--- src/xxtea_pkg.sv ---
`default_nettype none

package xxtea_pkg;

   localparam int MAX_WORDS = 64;
   localparam int IDX_W     = (MAX_WORDS > 1) ? $clog2(MAX_WORDS) : 1;
   localparam int ROUND_W   = 6;
   localparam int CSR_IDX_W = 3;
   localparam int WORD_W    = 32;

   localparam logic [WORD_W-1:0] DELTA = 32'h9e37_79b9;

   typedef logic [IDX_W-1:0]   idx_type;
   typedef logic [ROUND_W-1:0] round_type;
   typedef logic [WORD_W-1:0]  word_type;

   typedef enum logic [CSR_IDX_W-1:0] {
      CSR_KEY_WORD0    = 3'd0,
      CSR_KEY_WORD1    = 3'd1,
      CSR_KEY_WORD2    = 3'd2,
      CSR_KEY_WORD3    = 3'd3,
      CSR_DECRYPT_MODE = 3'd4
   } csr_index_type;

   typedef struct packed {
      logic      rd_en;
      idx_type   rd_addr;
      logic      wr_en;
      logic      wr_load;
      idx_type   wr_addr;
      logic      load_h;
      logic      load_w;
      logic      mix_en;
      logic      upd_en;
      logic      sum_init;
      logic      sum_add;
      logic      sum_sub;
      idx_type   p;
      round_type init_rounds;
   } dp_cmd_type;

   typedef struct packed {
      logic decrypt;
   } dp_status_type;

   // 6 + 52 / (n + 1), n = last word index
   function automatic round_type rounds_of(input idx_type n);
      logic [IDX_W:0] len;
      round_type r;
      len = {1'b0, n} + 1'b1;
      if (len >= 53)      r = 6'd6;
      else if (len >= 27) r = 6'd7;
      else if (len >= 18) r = 6'd8;
      else if (len >= 14) r = 6'd9;
      else if (len >= 11) r = 6'd10;
      else if (len >= 9)  r = 6'd11;
      else if (len == 8)  r = 6'd12;
      else if (len == 7)  r = 6'd13;
      else if (len == 6)  r = 6'd14;
      else if (len == 5)  r = 6'd16;
      else if (len == 4)  r = 6'd19;
      else if (len == 3)  r = 6'd23;
      else if (len == 2)  r = 6'd32;
      else                r = 6'd58;
      return r;
   endfunction

   function automatic word_type xx_mix(input word_type z, input word_type y,
                                       input word_type sum, input word_type key);
      word_type a;
      word_type b;
      a = ((z >> 5) ^ (y << 2)) + ((y >> 3) ^ (z << 4));
      b = (sum ^ y) + (key ^ z);
      return a ^ b;
   endfunction

endpackage

`default_nettype wire

--- src/xxtea_if.sv ---
`default_nettype none

interface xxtea_req_if import xxtea_pkg::*; ();
   logic     valid;
   logic     ready;
   word_type block_word;
   logic     block_end;
   modport source(output valid, output block_word, output block_end, input ready);
   modport sink(input valid, input block_word, input block_end, output ready);
endinterface

interface xxtea_rsp_if import xxtea_pkg::*; ();
   logic     valid;
   logic     ready;
   word_type result_word;
   logic     result_end;
   modport source(output valid, output result_word, output result_end, input ready);
   modport sink(input valid, input result_word, input result_end, output ready);
endinterface

interface xxtea_csr_if import xxtea_pkg::*; ();
   logic                 valid;
   logic                 ready;
   logic [CSR_IDX_W-1:0] index;
   word_type             data;
   modport source(output valid, output index, output data, input ready);
   modport sink(input valid, input index, input data, output ready);
endinterface

`default_nettype wire

--- src/xxtea_block_cipher.sv ---
// channel  dir  handshake        payload
// req      in   valid / ready    block_word[31:0], block_end
// rsp      out  valid / ready    result_word[31:0], result_end
// csr      in   valid / ready    index[2:0], data[31:0]
//
// A block of L words is loaded one word per accepted req transfer. For L > 1 the
// setup, init1 and init2 states follow, then R = 6 + 52/L rounds, each a round step
// and, per word, a mix step and an update step on the word store. Each result word
// is read, then sent. Synchronous active-high reset; csr is always ready. req_ready
// is low from block end until the last result is taken; rsp stalls hold.
`default_nettype none

module xxtea_block_cipher import xxtea_pkg::*; (
   input  logic         clock,
   input  logic         reset,
   xxtea_req_if.sink    req_chan,
   xxtea_rsp_if.source  rsp_chan,
   xxtea_csr_if.sink    csr_chan
);

   dp_cmd_type    cmd;
   dp_status_type status;

   assign csr_chan.ready = 1'b1;

   xxtea_ctrl u_ctrl (
      .clock     (clock),
      .reset     (reset),
      .req_valid (req_chan.valid),
      .req_end   (req_chan.block_end),
      .req_ready (req_chan.ready),
      .rsp_valid (rsp_chan.valid),
      .rsp_end   (rsp_chan.result_end),
      .rsp_ready (rsp_chan.ready),
      .status    (status),
      .cmd       (cmd)
   );

   xxtea_dp u_dp (
      .clock     (clock),
      .reset     (reset),
      .cmd       (cmd),
      .status    (status),
      .req_word  (req_chan.block_word),
      .csr_valid (csr_chan.valid),
      .csr_index (csr_chan.index),
      .csr_data  (csr_chan.data),
      .rsp_word  (rsp_chan.result_word)
   );

endmodule

`default_nettype wire

--- src/xxtea_ctrl.sv ---
`default_nettype none

module xxtea_ctrl import xxtea_pkg::*; (
   input  logic          clock,
   input  logic          reset,
   input  logic          req_valid,
   input  logic          req_end,
   output logic          req_ready,
   output logic          rsp_valid,
   output logic          rsp_end,
   input  logic          rsp_ready,
   input  dp_status_type status,
   output dp_cmd_type    cmd
);

   typedef enum logic [3:0] {
      ST_LOAD,
      ST_SETUP,
      ST_INIT1,
      ST_INIT2,
      ST_ROUND,
      ST_MIX,
      ST_UPD,
      ST_OUT_RD,
      ST_OUT_SEND
   } state_type;

   state_type state_ff;
   idx_type   wr_idx_ff;
   idx_type   n_ff;
   idx_type   p_ff;
   round_type rounds_ff;
   logic      rsp_valid_ff;
   logic      rsp_end_ff;

   logic    dec;
   logic    last_step;
   logic    load_done;
   idx_type p_start;
   idx_type p_next;
   idx_type a_idx;

   assign dec       = status.decrypt;
   assign last_step = dec ? (p_ff == '0) : (p_ff == n_ff);
   assign p_start   = dec ? n_ff : '0;
   assign p_next    = last_step ? p_start : (dec ? p_ff - 1'b1 : p_ff + 1'b1);
   assign load_done = req_end || (wr_idx_ff == IDX_W'(MAX_WORDS - 1));

   // neighbor read for the step at p_next
   always_comb begin
      if (dec) begin
         a_idx = (p_next == '0) ? n_ff : p_next - 1'b1;
      end else begin
         a_idx = (p_next == n_ff) ? '0 : p_next + 1'b1;
      end
   end

   assign req_ready = (state_ff == ST_LOAD);
   assign rsp_valid = rsp_valid_ff;
   assign rsp_end   = rsp_end_ff;

   always_comb begin
      cmd             = '0;
      cmd.p           = p_ff;
      cmd.rd_addr     = p_ff;
      cmd.wr_addr     = p_ff;
      cmd.init_rounds = rounds_of(n_ff);
      unique case (state_ff)
         ST_LOAD: begin
            cmd.wr_en   = req_valid;
            cmd.wr_load = 1'b1;
            cmd.wr_addr = wr_idx_ff;
         end
         ST_SETUP: begin
            cmd.sum_init = 1'b1;
            cmd.rd_en    = 1'b1;
            cmd.rd_addr  = dec ? '0 : n_ff;
         end
         ST_INIT1: begin
            cmd.load_h  = 1'b1;
            cmd.rd_en   = 1'b1;
            cmd.rd_addr = dec ? n_ff : '0;
         end
         ST_INIT2: begin
            cmd.load_w  = 1'b1;
            cmd.rd_en   = 1'b1;
            cmd.rd_addr = dec ? n_ff - 1'b1 : IDX_W'(1);
         end
         ST_ROUND: begin
            cmd.sum_add = !dec;
         end
         ST_MIX: begin
            cmd.mix_en = 1'b1;
         end
         ST_UPD: begin
            cmd.upd_en  = 1'b1;
            cmd.wr_en   = 1'b1;
            cmd.sum_sub = dec && last_step;
            cmd.rd_en   = 1'b1;
            cmd.rd_addr = a_idx;
         end
         ST_OUT_RD: begin
            cmd.rd_en = 1'b1;
         end
         ST_OUT_SEND: begin
         end
         default: begin
         end
      endcase
   end

   always_ff @(posedge clock) begin
      if (reset) begin
         state_ff     <= ST_LOAD;
         wr_idx_ff    <= '0;
         n_ff         <= '0;
         p_ff         <= '0;
         rounds_ff    <= '0;
         rsp_valid_ff <= 1'b0;
         rsp_end_ff   <= 1'b0;
      end else begin
         unique case (state_ff)
            ST_LOAD: begin
               if (req_valid) begin
                  if (load_done) begin
                     n_ff      <= wr_idx_ff;
                     wr_idx_ff <= '0;
                     p_ff      <= '0;
                     state_ff  <= (wr_idx_ff == '0) ? ST_OUT_RD : ST_SETUP;
                  end else begin
                     wr_idx_ff <= wr_idx_ff + 1'b1;
                  end
               end
            end
            ST_SETUP: begin
               rounds_ff <= rounds_of(n_ff);
               state_ff  <= ST_INIT1;
            end
            ST_INIT1: state_ff <= ST_INIT2;
            ST_INIT2: state_ff <= ST_ROUND;
            ST_ROUND: begin
               rounds_ff <= rounds_ff - 1'b1;
               p_ff      <= p_start;
               state_ff  <= ST_MIX;
            end
            ST_MIX: state_ff <= ST_UPD;
            ST_UPD: begin
               if (!last_step) begin
                  p_ff     <= p_next;
                  state_ff <= ST_MIX;
               end else if (rounds_ff == '0) begin
                  p_ff     <= '0;
                  state_ff <= ST_OUT_RD;
               end else begin
                  p_ff     <= p_next;
                  state_ff <= ST_ROUND;
               end
            end
            ST_OUT_RD: begin
               rsp_valid_ff <= 1'b1;
               rsp_end_ff   <= (p_ff == n_ff);
               state_ff     <= ST_OUT_SEND;
            end
            ST_OUT_SEND: begin
               if (rsp_ready) begin
                  rsp_valid_ff <= 1'b0;
                  if (rsp_end_ff) begin
                     state_ff <= ST_LOAD;
                  end else begin
                     p_ff     <= p_ff + 1'b1;
                     state_ff <= ST_OUT_RD;
                  end
               end
            end
            default: state_ff <= ST_LOAD;
         endcase
      end
   end

endmodule

`default_nettype wire

--- src/xxtea_dp.sv ---
`default_nettype none

module xxtea_dp import xxtea_pkg::*; (
   input  logic                 clock,
   input  logic                 reset,
   input  dp_cmd_type           cmd,
   output dp_status_type        status,
   input  word_type             req_word,
   input  logic                 csr_valid,
   input  logic [CSR_IDX_W-1:0] csr_index,
   input  word_type             csr_data,
   output word_type             rsp_word
);

   word_type key_ff [4];
   logic     mode_ff;

   word_type store [MAX_WORDS];
   word_type rd_ff;
   word_type h_ff;
   word_type w_ff;
   word_type mix_ff;
   word_type sum_ff;

   word_type       wdata;
   word_type       new_word;
   word_type       z;
   word_type       y;
   logic [1:0]     kidx;
   logic [IDX_W+1:0] p_ext;

   always_ff @(posedge clock) begin
      if (reset) begin
         key_ff[0] <= '0;
         key_ff[1] <= '0;
         key_ff[2] <= '0;
         key_ff[3] <= '0;
         mode_ff   <= 1'b0;
      end else if (csr_valid) begin
         unique case (csr_index)
            CSR_KEY_WORD0:    key_ff[0] <= csr_data;
            CSR_KEY_WORD1:    key_ff[1] <= csr_data;
            CSR_KEY_WORD2:    key_ff[2] <= csr_data;
            CSR_KEY_WORD3:    key_ff[3] <= csr_data;
            CSR_DECRYPT_MODE: mode_ff   <= csr_data[0];
            default: begin
            end
         endcase
      end
   end

   assign status.decrypt = mode_ff;

   // encrypt: z held, y read; decrypt: z read, y held
   assign z        = mode_ff ? rd_ff : h_ff;
   assign y        = mode_ff ? h_ff : rd_ff;
   assign p_ext    = {2'b00, cmd.p};
   assign kidx     = p_ext[1:0] ^ sum_ff[3:2];
   assign new_word = mode_ff ? w_ff - mix_ff : w_ff + mix_ff;
   assign wdata    = cmd.wr_load ? req_word : new_word;
   assign rsp_word = rd_ff;

   // word store, write-first on an address match
   always_ff @(posedge clock) begin
      if (cmd.wr_en) begin
         store[cmd.wr_addr] <= wdata;
      end
      if (cmd.rd_en) begin
         rd_ff <= (cmd.wr_en && cmd.wr_addr == cmd.rd_addr) ? wdata : store[cmd.rd_addr];
      end
   end

   always_ff @(posedge clock) begin
      if (cmd.sum_init) begin
         sum_ff <= mode_ff ? WORD_W'(cmd.init_rounds) * DELTA : '0;
      end else if (cmd.sum_add) begin
         sum_ff <= sum_ff + DELTA;
      end else if (cmd.sum_sub) begin
         sum_ff <= sum_ff - DELTA;
      end

      if (cmd.mix_en) begin
         mix_ff <= xx_mix(z, y, sum_ff, key_ff[kidx]);
      end

      if (cmd.upd_en) begin
         h_ff <= new_word;
         w_ff <= rd_ff;
      end else begin
         if (cmd.load_h) begin
            h_ff <= rd_ff;
         end
         if (cmd.load_w) begin
            w_ff <= rd_ff;
         end
      end
   end

endmodule

`default_nettype wire

--- src/flat_wrapper.sv ---
// flat-port wrapper written by rule: the top's interface ports become plain ports
module xxtea_block_cipher_flat import xxtea_pkg::*;
  (clock, reset, req_chan_valid, req_chan_block_word, req_chan_block_end, req_chan_ready, rsp_chan_valid, rsp_chan_result_word, rsp_chan_result_end, rsp_chan_ready, csr_chan_valid, csr_chan_index, csr_chan_data, csr_chan_ready);
  xxtea_req_if req_chan_i ();
  xxtea_rsp_if rsp_chan_i ();
  xxtea_csr_if csr_chan_i ();
  input  logic clock;
  input  logic reset;
  input wire logic [$bits(req_chan_i.valid)-1:0] req_chan_valid;
  input wire logic [$bits(req_chan_i.block_word)-1:0] req_chan_block_word;
  input wire logic [$bits(req_chan_i.block_end)-1:0] req_chan_block_end;
  output wire logic [$bits(req_chan_i.ready)-1:0] req_chan_ready;
  output wire logic [$bits(rsp_chan_i.valid)-1:0] rsp_chan_valid;
  output wire logic [$bits(rsp_chan_i.result_word)-1:0] rsp_chan_result_word;
  output wire logic [$bits(rsp_chan_i.result_end)-1:0] rsp_chan_result_end;
  input wire logic [$bits(rsp_chan_i.ready)-1:0] rsp_chan_ready;
  input wire logic [$bits(csr_chan_i.valid)-1:0] csr_chan_valid;
  input wire logic [$bits(csr_chan_i.index)-1:0] csr_chan_index;
  input wire logic [$bits(csr_chan_i.data)-1:0] csr_chan_data;
  output wire logic [$bits(csr_chan_i.ready)-1:0] csr_chan_ready;
  assign req_chan_i.valid = req_chan_valid;
  assign req_chan_i.block_word = req_chan_block_word;
  assign req_chan_i.block_end = req_chan_block_end;
  assign req_chan_ready = req_chan_i.ready;
  assign rsp_chan_valid = rsp_chan_i.valid;
  assign rsp_chan_result_word = rsp_chan_i.result_word;
  assign rsp_chan_result_end = rsp_chan_i.result_end;
  assign rsp_chan_i.ready = rsp_chan_ready;
  assign csr_chan_i.valid = csr_chan_valid;
  assign csr_chan_i.index = csr_chan_index;
  assign csr_chan_i.data = csr_chan_data;
  assign csr_chan_ready = csr_chan_i.ready;
  xxtea_block_cipher u_core (.clock(clock), .reset(reset), .req_chan(req_chan_i), .rsp_chan(rsp_chan_i), .csr_chan(csr_chan_i));
endmodule
--- config.mk ---
export PLATFORM = sky130hd
export DESIGN_NAME = xxtea_block_cipher_flat
export DESIGN_NICKNAME = d
export VERILOG_FILES = /design/src/xxtea_pkg.sv /design/src/xxtea_if.sv /design/src/xxtea_block_cipher.sv /design/src/xxtea_ctrl.sv /design/src/xxtea_dp.sv /design/src/flat_wrapper.sv
export SDC_FILE = /design/constraint.sdc
export NUM_CORES = 2
export LEC_CHECK = 0
export BUFFER_PORTS_ARGS = -buffer_cell sky130_fd_sc_hd__buf_4
export CORE_ASPECT_RATIO = 0.75
export CORE_UTILIZATION = 44
export DETAILED_ROUTE_END_ITERATION = 10
export PLACE_DENSITY = 0.57
export SYNTH_ARGS = -nofsm -noshare
export SYNTH_HDL_FRONTEND = slang
export SYNTH_SLANG_ARGS = --single-unit
--- constraint.sdc ---
create_clock -name clock -period 21.3 [get_ports clock]
set_input_delay 1.065 -clock clock [delete_from_list [all_inputs] [get_ports clock]]
set_output_delay 1.065 -clock clock [all_outputs]
set_load 0.05 [all_outputs]
==> flow_summary_export.csv <==
group,metric,value,unit
cells_and_area,nNetsFinal,9195,
global_routing,grt_use_total,28.7,%
synth,synth_seq_area_share,65.6,%
sta,setup_viol,0,
synth,syn_area,108000,um2
cts,cts.reportedPaths.clkPinSlew,0.07,ns
cts,cts_tree,"built",
sta,worstMarginPinSlew,1.40,ns
place,hpwl,211000,um
synth,synth_edf_count,2336,
pwr,ir_worst_vdd,0.164,mV
synth,synthTopCellsByArea,"edfxtp_1 (65%), nand2_1 (6.8%), nand3_1 (3.7%)",
detailed_routing,routedWlPerCell,29.3,um
pwr,leakagePower,0.0416,uW
floorplan,pin_count,109,
cells_and_area,drive_above_1_share,9.60,%
critical_path,crit_buf_inv,6,
synth,synth_top_area_share,65.0,%
sta,min_period_over_period,41.2,%
synth,yosysMostFrequentCell,"edfxtp_1",
synth,yosysTopAreaCell,"edfxtp_1",
cts,clock_path_buffers,4,
sta,finalCriticalPeriod,8.77,ns
synth,syn_inst,8874,
synth,yosys_warnings,0,
cts,cts_resized,0,
cts,ctsHoldBuffers,0,
synth,synth_common_cells,"edfxtp_1 (2336), nand2_1 (1962), nand3_1 (806)",
cts,cts_inserted_buffers,230,
global_routing,gr-total-overflow,0,
sta,relSlewSlack,5.85,%
floorplan,die_x,574,um
detailed_routing,drt-initial-drc-count,10200,
critical_path,slowest_stage,"o21ai_0",
synth,synthArstFlopShare,0,%
critical_path,critical_path.max_fanout,66,
floorplan,die_y,431,um
detailed_routing,vias_per_cell,6.12,
critical_path,crit_path_frequent_cell,"buf_4",
floorplan,core_region_area,244000,um2
cells_and_area,syn_to_final_growth,11.7,%
global_routing,grt_pass1_vias,70500,
sta,hold_viol_final,0,
outcome,outcome,"finished clean",
detailed_routing,drcViolationCount,0,
critical_path,worst_setup_path_end_kind,"flip-flop",
critical_path,startpoint_type,"flip-flop",
sta,rsz0062_at_grt,"no",
critical_path,critical-path-top-delay-family,"buffers and inverters",
synth,avgSynthCellArea,12.2,um2
critical_path,arrival,9.44,ns
floorplan,die_area,247000,um2
pwr,cellPowerDensity,161,nW/um2
place,place.gp.congestion,0.885,
synth,ys_types,97,
cts,cts_root_buffer,"clkbuf_16",
sta,tns,0,ns
cts,cts_sinks,2367,
job,maxCapViolations,0,
sta,fin_skew,0.0541,ns
synth,synth-seq-cells,2367,
detailed_routing,ant_nets,0,
sta,setup_slack,12.53,ns
cts,cts_max_level,4,
detailed_routing,via_count,75400,
worst_hold_path,hp-class,"in -> reg",
cts,clk_latency,0.89,ns
critical_path,required,21.97,ns
floorplan,rows,157,
floorplan,initial_utilization,44.2,%
detailed_routing,first_pass_iters,6,
detailed_routing,wirelength,362000,um
global_routing,grt_pass1_wl,515000,um
critical_path,criticalPathCategory,"reg -> reg",
sta,fmaxAchievable,114,MHz
sta,drv_slew,0,
global_routing,grt_antenna_before_repair,19,
place,io_buffer_count,107,
global_routing,grt_max_degree,147,
critical_path,path_cells,"inv_1 -> ha_1 -> nand2b_1 -> nor3_2 -> nand2_1 -> o31ai_1 -> inv_1 -> ha_1 -> nand3_1 -> o31a_1 -> o31a_1 -> o21a_4 -> buf_4 -> buf_4 -> buf_4 -> buf_4 -> nand2_1 -> nand3_1 -> a311oi_1 -> o21ai_0 -> a21oi_1 -> a211oi_1",
synth,syn_nets,9172,
place,post-place-ws,12.80,ns
synth,synthFlopType,"edfxtp_1",
critical_path,critPathMaxStageDelay,0.78,ns
cts,cts_setup_buffers,0,
## per-layer routing
metal  GRT usage (%)  up-vias  wire length (um)
li1                -    32800                 -
met1            42.6    38100            156000
met2            41.9     3944            154000
met3            6.39      604             40200
met4            8.65        0             12100
met5               0        -                 0
## placed cells by master (no fill, tap or decap), types with 22 or more instances in the layout
cell type | synthesis | routed
nand3_1 | 806 | 805
nand2_1 | 1962 | 1956
and3_1 | 133 | 132
clkinv_1 | 1 | 41
o211ai_1 | 29 | 29
and2_1 | 144 | 144
o21a_1 | 34 | 32
a311oi_1 | 257 | 256
nor3_1 | 82 | 71
clkbuf_1 | 203 | 53
o21ai_4 | 1 | 26
bufinv_16 | 0 | 29
nor4_1 | 25 | 23
nor2_1 | 300 | 235
o21ai_0 | 207 | 185
edfxtp_1 | 2336 | 2336
nor2_4 | 0 | 64
mux2i_1 | 126 | 126
inv_1 | 231 | 231
a21oi_1 | 254 | 246
or3_1 | 23 | 22
a21o_1 | 62 | 62
o22ai_1 | 33 | 33
ha_1 | 189 | 189
a31oi_1 | 193 | 193
mux4_2 | 32 | 32
buf_4 | 38 | 319
clkbuf_16 | 0 | 234
nand2b_1 | 27 | 27
a211oi_1 | 123 | 121
xor2_1 | 110 | 109
xnor2_1 | 241 | 240
fa_1 | 36 | 36
dfxtp_1 | 31 | 30
clkinv_2 | 0 | 34
## power breakdown
group | internal (uW) | switching, uW | total, uW
Combinational | 2580 | 5640 | 8220
Sequential | 6740 | 344 | 7080
Clock | 2350 | 1780 | 4140
## through the flow
stage,hold slack (ns),total power (uW),cells,utilization [%],area (um2)
floorplan,0.494,12400,8874,-,108000
global placement,0.484,15200,11900,46.4,113000
detailed placement,0.490,15300,11900,46.4,113000
CTS,0.393,19400,12300,49.4,121000
global route,0.414,20300,12300,49.4,121000
finish,0.437,19400,12300,49.4,121000
## path summary, 6_finish.rpt
check	start	end	slack, ns	cells after the start
worst min-delay path	rsp_chan_ready	u_core.u_ctrl.rsp_valid	0.44	2
worst max-delay path	u_core.u_ctrl.p_ff[1]	u_core.u_dp.rsp_word[13]	12.53	22
worst min register to register	u_core.u_ctrl.rsp_valid	u_core.u_ctrl.rsp_valid	0.48	2
worst max register to register	u_core.u_ctrl.p_ff[1]	u_core.u_dp.rsp_word[13]	12.53	22
## state kept, by name, indices dropped and copies added, names as in the netlist, 4 cells and up
register / flops
u_core.u_dp.store: 2048
u_core.u_dp.key_ff: 128
u_core.u_dp.h_ff: 32
u_core.u_dp.mix_ff: 32
u_core.u_dp.rsp_word: 32
u_core.u_dp.sum_ff: 32
u_core.u_dp.w_ff: 32
u_core.u_ctrl.n_ff: 6
u_core.u_ctrl.p_ff: 6
u_core.u_ctrl.rounds_ff: 6
u_core.u_ctrl.wr_idx_ff: 6
u_core.u_ctrl.state_ff: 4
## cells by family (layout without fill, tap and decap cells)
group | count (synthesis) | after routing | share of synthesized area, %
XOR/XNOR | 351 | 351 | 2.85
multiplexers | 166 | 166 | 1.92
other | 1 | 6 | 0.00348
buffers and inverters | 774 | 970 | 3.18
AND/OR/NAND/NOR | 3594 | 3594 | 14.7
AO/OA/AOI/OAI | 1396 | 1396 | 8.94
flip-flops | 2367 | 2367 | 65.6
adder cells (fa/ha/maj) | 225 | 225 | 2.86
## final cells by class
| cell class | count | area, um2 |
|---|---|---|
| Inverter | 233 | 877 |
| Antenna cell | 5 | 12.5 |
| Tap cell | 3259 | 4080 |
| Clock inverter | 118 | 1330 |
| Fill cell | 21300 | 123000 |
| Timing Repair Buffer | 332 | 2660 |
| Multi-Input combinational cell | 5733 | 34800 |
| Sequential cell | 2367 | 70800 |
| Clock buffer | 287 | 6050 |
(Power assumes the default switching activity.)
